### config.mk
export PLATFORM = sky130hd
export DESIGN_NAME = tsbr_front
export DESIGN_NICKNAME = d
export VERILOG_FILES = /design/src/hdl/tile_sprite_bitplane_renderer_assert.svh /design/src/hdl/tsbr_pkg.sv /design/src/hdl/tsbr_front.sv
export SDC_FILE = /design/constraint.sdc
export NUM_CORES = 1
export LEC_CHECK = 0
export BUFFER_PORTS_ARGS = -buffer_cell sky130_fd_sc_hd__buf_4
export CORE_MARGIN = 2
export CORE_UTILIZATION = 30
export DETAILED_ROUTE_END_ITERATION = 7
export GPL_TIMING_DRIVEN = 0
export PLACE_DENSITY = 0.91
export SLEW_MARGIN = 20
export SYNTH_ARGS = -nofsm -noshare
export SYNTH_HDL_FRONTEND = slang
export SYNTH_SLANG_ARGS = --single-unit
### constraint.sdc
create_clock -name vclk -period 4.1
set_input_delay 1.23 -clock vclk [all_inputs]
set_output_delay 1.23 -clock vclk [all_outputs]
set_load 0.01 [all_outputs]
### src/hdl/tile_sprite_bitplane_renderer_assert.svh
// ----------------------------------------------------------------------------
// tile sprite bitplane renderer assertion macros
// shared concurrent assertion forms, clocked on clock, disabled in reset
// ----------------------------------------------------------------------------
`ifndef TILE_SPRITE_BITPLANE_RENDERER_ASSERT_SVH
`define TILE_SPRITE_BITPLANE_RENDERER_ASSERT_SVH

`ifndef NO_ASSERTIONS

// property that must hold at every edge outside reset
`define TSBR_ASSERT(label, prop, msg) \
   label: assert property (@(posedge clock) disable iff (reset) prop) else $error(msg);

// condition at one edge that implies another at the next edge
`define TSBR_ASSERT_NEXT(label, pre, post, msg) \
   label: assert property (@(posedge clock) disable iff (reset) pre |=> post) else $error(msg);

`else

`define TSBR_ASSERT(label, prop, msg)
`define TSBR_ASSERT_NEXT(label, pre, post, msg)

`endif

`endif

### src/hdl/tsbr_pkg.sv
`timescale 1ns / 1ps
// ----------------------------------------------------------------------------
// tsbr_pkg
// types, codes and field positions shared by the renderer modules
// ----------------------------------------------------------------------------
package tsbr_pkg;

   // default geometry
   localparam int SCREEN_WIDTH_DEF  = 256;
   localparam int SCREEN_HEIGHT_DEF = 256;
   localparam int PLANE_BYTES_DEF   = 8192;

   localparam int NUM_PLANES  = 3;
   localparam int QUEUE_DEPTH = 4;

   // request kinds
   localparam logic [1:0] REQ_LOAD   = 2'd0;
   localparam logic [1:0] REQ_TILE   = 2'd1;
   localparam logic [1:0] REQ_SPRITE = 2'd2;

   // sprite attribute decode
   localparam logic [7:0] SPRITE_NONE   = 8'hFF;
   localparam logic [7:0] SPRITE_X_NONE = 8'hFF;
   localparam logic [9:0] SPRITE_Y_BASE = 10'd240;
   localparam int         ATTR_FLIP_Y   = 7;
   localparam int         ATTR_FLIP_X   = 6;

   localparam logic [4:0] SPRITE_LAST_ROW = 5'd31;
   localparam logic [2:0] TILE_LAST_ROW   = 3'd7;

   // request tdata layout
   localparam int REQ_TDATA_W = 64;
   localparam int RQ_ADDR_LO  = 0;
   localparam int RQ_DATA_LO  = 15;
   localparam int RQ_CODE_LO  = 23;
   localparam int RQ_X_LO     = 33;
   localparam int RQ_Y_LO     = 41;
   localparam int RQ_FX_BIT   = 49;
   localparam int RQ_FY_BIT   = 50;
   localparam int RQ_PAL_LO   = 51;
   localparam int RQ_ATTR_LO  = 55;

   // result tdata layout
   localparam int RSP_TDATA_W = 88;
   localparam int RSP_USED_W  = 83;

   typedef struct packed {
      logic [1:0]        kind;
      logic [14:0]       rom_address;
      logic [7:0]        rom_data;
      logic [9:0]        code;
      logic [8:0]        x0;
      logic signed [9:0] y0;
      logic              flip_x;
      logic              flip_y;
      logic [3:0]        palette;
   } cmd_type;

endpackage

### src/hdl/tsbr_front.sv
`timescale 1ns / 1ps
// ----------------------------------------------------------------------------
// tsbr_front
// accepts request items, drops ignored ones, decodes sprites into render commands
// ----------------------------------------------------------------------------
module tsbr_front
   import tsbr_pkg::*;
(
   input  logic                   req_tvalid,
   output logic                   req_tready,
   input  logic [REQ_TDATA_W-1:0] req_tdata,
   input  logic [1:0]             req_tuser,
   input  logic                   q_full,
   output logic                   push,
   output cmd_type                push_cmd
);

   logic [7:0] num_byte;
   logic [7:0] x_byte;
   logic [7:0] y_byte;
   logic [7:0] attr;
   logic       keep;

   assign req_tready = !q_full;

   always_comb begin
      num_byte = req_tdata[RQ_CODE_LO +: 8];
      x_byte   = req_tdata[RQ_X_LO +: 8];
      y_byte   = req_tdata[RQ_Y_LO +: 8];
      attr     = req_tdata[RQ_ATTR_LO +: 8];

      push_cmd.kind        = req_tuser;
      push_cmd.rom_address = req_tdata[RQ_ADDR_LO +: 15];
      push_cmd.rom_data    = req_tdata[RQ_DATA_LO +: 8];
      push_cmd.code        = req_tdata[RQ_CODE_LO +: 10];
      push_cmd.x0          = {1'b0, x_byte};
      push_cmd.y0          = {2'b00, y_byte};
      push_cmd.flip_x      = req_tdata[RQ_FX_BIT];
      push_cmd.flip_y      = req_tdata[RQ_FY_BIT];
      push_cmd.palette     = req_tdata[RQ_PAL_LO +: 4];
      keep                 = 1'b0;

      unique case (req_tuser)
         REQ_LOAD, REQ_TILE: begin
            keep = 1'b1;
         end
         REQ_SPRITE: begin
            // a sprite is four tiles starting at code num*4, placed at 240 - y
            keep = (num_byte != SPRITE_NONE) && (x_byte != SPRITE_X_NONE)
                   && (y_byte != 8'd0);
            push_cmd.code    = {num_byte, 2'b00};
            push_cmd.y0      = SPRITE_Y_BASE - {2'b00, y_byte};
            push_cmd.flip_x  = attr[ATTR_FLIP_X];
            push_cmd.flip_y  = attr[ATTR_FLIP_Y];
            push_cmd.palette = attr[3:0];
         end
         default: begin
            keep = 1'b0;
         end
      endcase
   end

   assign push = req_tvalid && !q_full && keep;

endmodule

* Word level (Yosys, flattened, before mapping) *
Cells that the tools add are included.

operators by class
  add/sub/neg operators = 1
  equal/unequal tests = 4
  mux-type cells = 3
  reduce and logical (&&, ||, !) cells = 8

operator list
  operator                                          count
  2-to-1 mux 16 bit                                 1
  != test 8 bit (second input constant)             2
  2-to-1 mux 10 bit                                 1
  subtractor 8 x 8 -> 9 bit (first input constant)  1
  nonzero test 8 bit                                1
  logical AND 1 bit                                 4
  == test 2 x 1 -> 1 bit (second input constant)    1
  == test 2 bit (second input constant)             1
  logical NOT 2 bit                                 1
  case mux 1 bit (2 select lines)                   1
  OR reduction 2 bit                                1
  logical NOT 1 bit                                 1

storage, ports and cells
  register bits after elaboration = 0
  bits of input ports = 68
  output and inout port bits = 62
  word-level logic and storage cells = 16

* Longest topological paths before layout *
  word-level depth = 5
  gate-level depth with buffers = 5
  depth with buffers taken out = 5

* Worst setup path before layout *
OpenSTA, ideal clock, no wires.

  path kind = input -> output
  from = input port req_tdata[41]
  to = output port push_cmd[15] (netlist bit)
  data arrival time = 2.271 ns
  data required time = 2.870 ns
  path slack = 0.599 ns
  cell stages on the path = 5
  path buffers = 1
  path through = inv_1 -> ha_1 -> or3b_4 -> nor3b_1 -> buf_4

RTL lines
  what             line              source
  start, declared  tsbr_front.sv:11  input logic [REQ_TDATA_W-1:0] req_tdata,
  end, declared    tsbr_front.sv:15  output cmd_type push_cmd

==> results_dict.tcl <==
set metrics [dict create \
    largest_net_degree_at_the_start_of_global_routing 11 \
    power_mw 0.174 \
    netlist_area_um2 709 \
    design.final.nets 296 \
    critical_path.max_fanout 4 \
    syn_to_final_growth_pct 114 \
    postcts_resize_cnt 0 \
    synth_seq_area_share_pct 0 \
    drt-vias-per-instance 4.26 \
    drt-pass1-iter-count 4 \
    cp_data_arrival_time_ns 2.45 \
    syn_nets 191 \
    setup-tns-final_ns 0 \
    syn_inst 122 \
    die_height_um 52.6 \
    vias_in_the_first_global_route 940 \
    status "finished, final reports clean" \
    timing_worst_setup_path_type "primary input to primary output" \
    hold_slack_ns 2.64 \
    grt.total_usage_pct 16.5 \
    post-dp-hpwl_um 2330 \
    number_of_antenna_violations_at_the_first_check_in_global_routing 0 \
    initial_core_util_pct 31.8 \
    average_detailed_routed_wire_length_per_instance_um 10.3 \
    post_route_cells_drive_above_1_share_pct 64.0 \
    yosysMostFrequentCell "sky130_fd_sc_hd__nand2_1" \
    clkbuf_count 0 \
    sequential_cell_total 0 \
    hold_viol 0 \
    max_cap_violations 0 \
    timing.final.crit_period_ns 3.68 \
    hp-class "primary input to primary output" \
    wirelength_um 2610 \
    synth_top_cells_by_area "sky130_fd_sc_hd__buf_4 38%, sky130_fd_sc_hd__nand2_1 24%, sky130_fd_sc_hd__xnor2_1 4.9%, sky130_fd_sc_hd__nand4_1 3.5%, sky130_fd_sc_hd__a31oi_4 3.0%" \
    vdd_drop_max_uv 73.1 \
    antenna_cells 0 \
    gp_routability_congestion 0.667 \
    startpoint_type "primary input" \
    io_pins 130 \
    placeableCoreArea_mm2 0.00223 \
    worstSetupEndpointType "primary output" \
    seqCellArea_um2 0 \
    slew_violations 0 \
    powerDensity_mw_per_mm2 115 \
    endpoint_required_time_on_the_critical_path_ns 2.87 \
    drcViolationCount 0 \
    total_leakage_power_nw 0.895 \
    chipWidth_um 52.6 \
    cts_setup_buffers 0 \
    core.rowCount 17 \
    ys_top_cells_by_count "45 x sky130_fd_sc_hd__nand2_1, 36 x sky130_fd_sc_hd__buf_4" \
    yosys.area.top_type "sky130_fd_sc_hd__buf_4" \
    share_of_the_clock_period_used_by_the_worst_path_pct 89.9 \
    place_ws_ns 0.416 \
    setup_failing_eps_final 0 \
    io_buffer_count 103 \
    dpl_cell_area_mm2 0.00152 \
    drt.antenna.violating_nets 0 \
    postLayoutSetupSlackWorst_ns 0.416 \
    fin_area_mm2 0.00152 \
    vias 1077 \
    synth.top_cell.area_share_pct 38.1 \
    synthesis.area_per_instance_um2 5.81 \
    grt_setup_unrepaired "no" \
    post_cts_hold_buffer_count 0 \
    violation_count_after_the_first_detailed_route_iteration 13 \
    grt_first_pass_wirelength_um 3660 \
    synth.yosys.warnings 0 \
    dieArea_mm2 0.00277 \
    yosysUniqueCellTypes 23 \
    gr-total-overflow 0 \
    max_clock_freq_mhz 271 \
]
## metrics by stage
stage | cells | utilization [%]
finish | 253 | 68.0
global route | 253 | 68.0
CTS | 253 | 68.0
detailed placement | 253 | 68.0
global placement | 253 | 68.0
floorplan | 122 | -
## report_power, final
| group | switching [mW] | internal (mW) | total [mW] |
|---|---|---|---|
| clock | 0 | 0 | 0 |
| sequential | 0 | 0 | 0 |
| combinational | 0.0688 | 0.105 | 0.174 |
## placed cells by master (no fill, tap or decap), drive strengths merged
master and count:
nor4 1, buf 142, xor2 2, ha 1
clkbuf 1, o32ai 1, conb 1, nor3b 2
o31ai 1, a31oi 1, xnor2 4, nand2b 1
inv 4, or4 1, o21ai 4, nand4 4
and2 2, nand3 1, nand2 45, nor2 4
or3b 1, nor2b 1
## cell type report
type | count | area [um^2]
buffer | 40 | 289
fill | 214 | 716
inverter | 4 | 15.0
multi-input combinational | 78 | 405
tap | 28 | 35.0
timing repair buffer | 103 | 773
## worst max-delay path, stage by stage
cell,delay (ns)
sky130_fd_sc_hd__buf_4,0.12
sky130_fd_sc_hd__inv_1,0.06
sky130_fd_sc_hd__ha_1,0.15
sky130_fd_sc_hd__or3b_4,0.41
sky130_fd_sc_hd__a31oi_4,0.19
sky130_fd_sc_hd__xor2_1,0.15
sky130_fd_sc_hd__buf_4,0.14
## logic make-up after synthesis
kind of cell / after synthesis / share of synthesized area [%]
buf+inv: 44 / 42.9
fa+ha+maj: 1 / 1.76
simple gates: 63 / 39.3
xor+xnor: 6 / 7.41
compound gates: 7 / 8.11
other cells: 1 / 0.529
## path summary, 6_finish.rpt
path	from	to	slack (ns)	cells after the start
worst max-delay path	req_tdata[42]	push_cmd[12]	0.42	7
worst min-delay path	req_tdata[18]	push_cmd[38]	2.64	2
## routing by layer
metal / wire, um / track usage [%] / vias to the layer above / part of all wire, %
li1: - / - / 559 / -
met1: 923 / 18.4 / 457 / 35
met2: 1420 / 33.8 / 57 / 54
met3: 233 / 1.43 / 4 / 8.9
met4: 35 / 1.71 / 0 / 1.3
met5: 0 / 0 / - / 0
No activity file was read; power rests on OpenSTA's default activity.
