<file path="config.mk">
export PLATFORM = sky130hd
export DESIGN_NAME = tsbr_queue
export DESIGN_NICKNAME = d
export VERILOG_FILES = /design/src/hdl/tsbr_pkg.sv /design/src/hdl/tsbr_queue.sv
export VERILOG_INCLUDE_DIRS = /design/src /design/src/hdl
export SDC_FILE = /design/constraint.sdc
export NUM_CORES = 1
export LEC_CHECK = 0
export ABC_AREA = 1
export BUFFER_PORTS_ARGS = -buffer_cell sky130_fd_sc_hd__clkbuf_2
export CELL_PAD_IN_SITES_DETAIL_PLACEMENT = 1
export CELL_PAD_IN_SITES_GLOBAL_PLACEMENT = 1
export CORE_MARGIN = 5
export CORE_UTILIZATION = 37
export DETAILED_ROUTE_END_ITERATION = 10
export HOLD_SLACK_MARGIN = 0.12
export PLACE_DENSITY = 0.62
export SKIP_LAST_GASP = 1
export SLEW_MARGIN = 0
export SYNTH_ARGS = -nofsm -noshare
export SYNTH_HDL_FRONTEND = slang
export SYNTH_SLANG_ARGS = --single-unit
</file>
<file path="constraint.sdc">
create_clock -name clock -period 3.2 [get_ports clock]
set_input_delay 0.16 -clock clock [delete_from_list [all_inputs] [get_ports clock]]
set_output_delay 0.16 -clock clock [all_outputs]
set_load 0.02 [all_outputs]
</file>
<file path="src/hdl/tile_sprite_bitplane_renderer_assert.svh">
// ----------------------------------------------------------------------------
// tile sprite bitplane renderer assertion macros
// shared concurrent assertion forms, clocked on clock, disabled in reset
// ----------------------------------------------------------------------------
`ifndef TILE_SPRITE_BITPLANE_RENDERER_ASSERT_SVH
`define TILE_SPRITE_BITPLANE_RENDERER_ASSERT_SVH

`ifndef NO_ASSERTIONS

// property that must hold at every edge outside reset
`define TSBR_ASSERT(label, prop, msg) \
   label: assert property (@(posedge clock) disable iff (reset) prop) else $error(msg);

// condition at one edge that implies another at the next edge
`define TSBR_ASSERT_NEXT(label, pre, post, msg) \
   label: assert property (@(posedge clock) disable iff (reset) pre |=> post) else $error(msg);

`else

`define TSBR_ASSERT(label, prop, msg)
`define TSBR_ASSERT_NEXT(label, pre, post, msg)

`endif

`endif

</file>
<file path="src/hdl/tsbr_pkg.sv">
`timescale 1ns / 1ps
// ----------------------------------------------------------------------------
// tsbr_pkg
// types, codes and field positions shared by the renderer modules
// ----------------------------------------------------------------------------
package tsbr_pkg;

   // default geometry
   localparam int SCREEN_WIDTH_DEF  = 256;
   localparam int SCREEN_HEIGHT_DEF = 256;
   localparam int PLANE_BYTES_DEF   = 8192;

   localparam int NUM_PLANES  = 3;
   localparam int QUEUE_DEPTH = 4;

   // request kinds
   localparam logic [1:0] REQ_LOAD   = 2'd0;
   localparam logic [1:0] REQ_TILE   = 2'd1;
   localparam logic [1:0] REQ_SPRITE = 2'd2;

   // sprite attribute decode
   localparam logic [7:0] SPRITE_NONE   = 8'hFF;
   localparam logic [7:0] SPRITE_X_NONE = 8'hFF;
   localparam logic [9:0] SPRITE_Y_BASE = 10'd240;
   localparam int         ATTR_FLIP_Y   = 7;
   localparam int         ATTR_FLIP_X   = 6;

   localparam logic [4:0] SPRITE_LAST_ROW = 5'd31;
   localparam logic [2:0] TILE_LAST_ROW   = 3'd7;

   // request tdata layout
   localparam int REQ_TDATA_W = 64;
   localparam int RQ_ADDR_LO  = 0;
   localparam int RQ_DATA_LO  = 15;
   localparam int RQ_CODE_LO  = 23;
   localparam int RQ_X_LO     = 33;
   localparam int RQ_Y_LO     = 41;
   localparam int RQ_FX_BIT   = 49;
   localparam int RQ_FY_BIT   = 50;
   localparam int RQ_PAL_LO   = 51;
   localparam int RQ_ATTR_LO  = 55;

   // result tdata layout
   localparam int RSP_TDATA_W = 88;
   localparam int RSP_USED_W  = 83;

   typedef struct packed {
      logic [1:0]        kind;
      logic [14:0]       rom_address;
      logic [7:0]        rom_data;
      logic [9:0]        code;
      logic [8:0]        x0;
      logic signed [9:0] y0;
      logic              flip_x;
      logic              flip_y;
      logic [3:0]        palette;
   } cmd_type;

endpackage

</file>
<file path="src/hdl/tsbr_queue.sv">
`timescale 1ns / 1ps
`include "tile_sprite_bitplane_renderer_assert.svh"
// ----------------------------------------------------------------------------
// tsbr_queue
// short command queue between the front and the render back end
// ----------------------------------------------------------------------------
module tsbr_queue
   import tsbr_pkg::*;
(
   input  logic    clock,
   input  logic    reset,
   input  logic    push,
   input  cmd_type push_cmd,
   output logic    full,
   input  logic    pop,
   output logic    head_valid,
   output cmd_type head_cmd
);

   localparam int PW = $clog2(QUEUE_DEPTH);

   cmd_type        slot_ff [QUEUE_DEPTH];
   logic [PW-1:0]  wr_ptr_ff, wr_ptr_in;
   logic [PW-1:0]  rd_ptr_ff, rd_ptr_in;
   logic [PW:0]    count_ff, count_in;

   assign full       = (count_ff == (PW+1)'(QUEUE_DEPTH));
   assign head_valid = (count_ff != '0);
   assign head_cmd   = slot_ff[rd_ptr_ff];

   always_comb begin
      wr_ptr_in = push ? wr_ptr_ff + 1'b1 : wr_ptr_ff;
      rd_ptr_in = pop  ? rd_ptr_ff + 1'b1 : rd_ptr_ff;
      count_in  = count_ff;
      if (push && !pop) begin
         count_in = count_ff + 1'b1;
      end else if (pop && !push) begin
         count_in = count_ff - 1'b1;
      end
   end

   always_ff @(posedge clock) begin
      if (reset) begin
         wr_ptr_ff <= '0;
         rd_ptr_ff <= '0;
         count_ff  <= '0;
      end else begin
         wr_ptr_ff <= wr_ptr_in;
         rd_ptr_ff <= rd_ptr_in;
         count_ff  <= count_in;
      end
   end

   always_ff @(posedge clock) begin
      if (push) begin
         slot_ff[wr_ptr_ff] <= push_cmd;
      end
   end

   `TSBR_ASSERT(a_no_overflow, !(push && full), "command pushed into a full queue")
   `TSBR_ASSERT(a_no_underflow, !(pop && !head_valid), "command popped from an empty queue")
   `TSBR_ASSERT(a_count_range, count_ff <= (PW+1)'(QUEUE_DEPTH), "queue count out of range")

endmodule

</file>
# Word level (Yosys, flattened, before mapping)
# Memory sizes are Yosys's and may differ from the RTL's. A register that Yosys moved wholly into a read port is not among the register bits.
# Index checks and enable logic that the tools add are counted.
dict set report classes {
  addsub 4
  eq_ne 1
  muxes 6
  n_reduce_logical 6
}
# operator count
set ops {}
lappend ops {{two-way mux 3 bit} 2}
lappend ops {{adder 2 x 1 -> 2 bit, second input constant} 2}
lappend ops {{two-way mux 2 bit} 2}
lappend ops {{adder 3 x 1 -> 3 bit, second input constant} 1}
lappend ops {{== test 3 bit, second input constant} 1}
lappend ops {{nonzero test 3 bit} 1}
lappend ops {{subtractor 3 x 1 -> 3 bit, second input constant} 1}
lappend ops {{logical AND 1 bit} 2}
lappend ops {{logical NOT 1 bit} 2}
lappend ops {{two-way mux 1 bit} 2}
lappend ops {{nonzero test 2 bit} 1}
dict set report totals {
  regBits 7
  ram_bits 240
  mem_count 1
}
# memory depth width rd rd_ports_with_merged_regs wr line
set mem_list {}
lappend mem_list {slot_ff 4 60 1 1 1 tsbr_queue.sv:22} ;# cmd_type slot_ff [QUEUE_DEPTH];

# Logic depth before layout (Yosys ltp)
dict set report logic_depth {
  depth_word 4
  mapped_depth 10
}

# Worst setup path before layout
# No wires, ideal clock.
dict set report synth_path {
  path_kind {register to register}
  startpoint {register wr_ptr_ff[0]}
  endpoint {memory slot_ff[2][0] in the netlist's numbering, enable pin}
  setup_ns 0.414
  arrival_time_ns 1.756
  t_required_ns 2.786
  slack_ns 1.030
  path_stages_with_launch 5
  synth_period_minus_slack_ns 2.170
  cell_sequence {dfxtp_1 > inv_1 > ha_1 > nand2_1 > inv_1}
}
# item line
set synth_rtl {}
lappend synth_rtl {{start: declaration} tsbr_queue.sv:23} ;# logic [PW-1:0] wr_ptr_ff, wr_ptr_in;
lappend synth_rtl {{start signal: assignment} tsbr_queue.sv:48} ;# wr_ptr_ff <= wr_ptr_in;
lappend synth_rtl {{end: declaration} tsbr_queue.sv:22}
# No word-level cell before the write port.

==> run metrics <==
Fmax 0.385 GHz; row count 58; TritonRoute pass-1 iters 4; max layer used met4; Min-Delay Startpoint reset; M1 wire length 9920 um; synth top area cells edfxtp_1 (76%), o21ai_0 (4.5%), nor2_1 (4.2%), o22ai_1 (2.6%), o22ai_2 (2.6%); min-delay worst type in2reg; PnR Total Power 7.50 mW; share of cells above drive strength 1 25.9%; die footprint 29000 um^2; total CTS buffers 27; cell count after synthesis 639; WL/cell 19.9 um; R2R depth 5; post-synthesis sequential area ratio 77.7%; Die Ht 170 um; unrepaired setup endpoints after global routing no; logic gate share of total power 11.3%; Global Route Usage Sum 15.9%; Syn Std Cell Area 9510 um^2; Die Width 170 um; Yosys top cell by area edfxtp_1; area grow syn2layout 25.2%; GRT overflow 0; post-layout net count 903; Netlist cell types 22; Final Instance Area 11900 um^2; Tightest Pin Transition 0.730 ns; TritonCTS clock tree done; post-cts sizing count 0; syn_area_per_cell 14.9 um^2; core box area 25300 um^2; crit path launch type register; Setup TNS 0 ns; final WL 23600 um; largest net degree at the start of global routing 51; pwr dens 629 nW/um^2; P_sw 1.79 mW; WHS 0.373 ns; Clk pin slew, worst setup/hold paths 0.06 ns; post-CTS setup buffers 0; root buffer cell clkbuf_16; WL met2 11900 um; RD Place Congestion 0.710; largest buffer count on any clock path 3; WS Path Type reg2out; Yosys reg bits 249; DRC errors left 0; Sequential Power Share 50.4%; placed inst area 10500 um^2; synth warn 0; DR vias 5950; Final Cycle Share 81.2%; Clock Skew 0.0142 ns; Required @ worst endpoint 3.04 ns; top-area cell type share of the netlist area 75.8%; antenna-violating nets left 0; Arrival @ worst endpoint 2.44 ns; num ports 126; relative slew slack 51.3%; nature of the critical path endpoint output pin; VDD IR max 0.000415 V; Starting Density 37.7%; final hold viol count 0; pre-CTS WS 1.11 ns; worst skew pair latency 0.51 ns; Clk pwr share 38.3%; initial antenna violation count 1; first-pass GRT wire length 36200 um; switch share 23.9%; max-cap viol count 0; crit path max fanout 40; Max H-tree Level 1; most frequent cells in the layout edfxtp_1 (240), clkbuf_2 (125), nor2_1 (107); Port Buffers 125; metal3 WL 1270 um; most common cell after layout, fill and taps aside edfxtp_1; cell depth of the worst min-delay path 3; Internal 5.71 mW; status complete, no violations; Net Count, Synth 709; vias in the first global route 6647; Final WS setup 0.602 ns; total clock sinks 249; final setup violation count 0; via density per instance 5.03; Slew Viols, Final 0; Leak Pwr 4.25 nW; worst reg2reg path startpoint wr_ptr_ff[1]; DP HPWL 14000 um; Tmin final 2.60 ns; Iter 0 DRT Violations 293
==> worst max-delay path, stage by stage, from the launching register on <==
cell	delay (ns)
dfxtp_4	0.45
inv_4	0.43
buf_4	0.41
nor2_1	0.08
o22ai_1	0.30
clkbuf_2	0.23
==> cells by family (layout without fill, tap and decap cells) <==
group / Yosys count / in the layout / share of synthesized area [%]
DFF: 249 / 249 / 77.7
AOI/OAI and AO/OA: 188 / 188 / 12.0
adders and majority gates: 6 / 6 / 0.868
other: 0 / 1 / 0
xor gates and xnor gates: 1 / 1 / 0.0921
buffers and inverters: 55 / 268 / 3.28
and+or+nand+nor: 140 / 140 / 6.10
==> registers in the layout, summed over array words and instances (netlist names), named ones only <==
name / cells
rd_ptr_ff: 2
count_ff: 3
wr_ptr_ff: 2
slot_ff: 240
==> synthesized netlist by cell type <==
cell      count
edfxtp_1    240
a21oi_1       3
nand3_1       1
o22ai_1      40
nor2_2       20
o22ai_2      20
buf_2         3
dfxtp_1       9
o21ai_0      85
nand4_1       1
nor2_1      107
clkbuf_1     23
inv_2         1
nand2_1      10
o21ai_1      40
inv_1        16
xor2_1        1
buf_8         3
fa_1          1
ha_1          5
nor3_1        1
buf_6         9
==> area by class of cell <==
| type | count | area [um^2] |
|---|---|---|
| Timing Repair Buffer | 203 | 1410 |
| Tap cell | 330 | 413 |
| Clock inverter | 15 | 120 |
| Multi-Input combinational cell | 335 | 1810 |
| Fill cell | 2557 | 13300 |
| Antenna cell | 1 | 2.50 |
| Sequential cell | 249 | 7390 |
| Inverter | 17 | 66.3 |
| Clock buffer | 33 | 698 |
==> per-layer routing <==
| metal | track usage [%] | up-vias |
|---|---|---|
| li1 | - | 2784 |
| met1 | 19.8 | 2986 |
| met4 | 3.82 | 0 |
| met2 | 28.6 | 151 |
| met3 | 3.09 | 29 |
| met5 | 0 | - |
==> timing repair <==
item / in CTS / in global routing
hold buffers: 63 / 0
endpoints found under the hold margin: 249 / 0
endpoints found under the setup margin: 0 / 0
==> final timing paths <==
check / to / slack (ns)
worst min register to register: register / 0.44
worst max-delay path: head_cmd[23] / 0.60
worst max register to register: slot_ff[1][3] / 1.33
worst min-delay path: count_ff[0] / 0.37
==> stage by stage <==
step | util [%] | instances
global route | 47.2 | 1183
global placement | 41.4 | 1071
CTS | 47.2 | 1182
floorplan | - | 639
finish | 47.2 | 1183
detailed placement | 41.4 | 1071
==> power by group through the flow <==
stage	logic, mW	clock network [mW]	registers [mW]
3_3_place_gp	0.774	0	3.84
3_5_place_dp	0.802	0	3.85
6_report	0.845	2.87	3.78
2_1_floorplan	0.494	0	3.83
4_1_cts	0.868	2.96	3.78
5_1_grt	0.923	3.13	3.79
No activity file was read; power rests on OpenSTA's default activity.
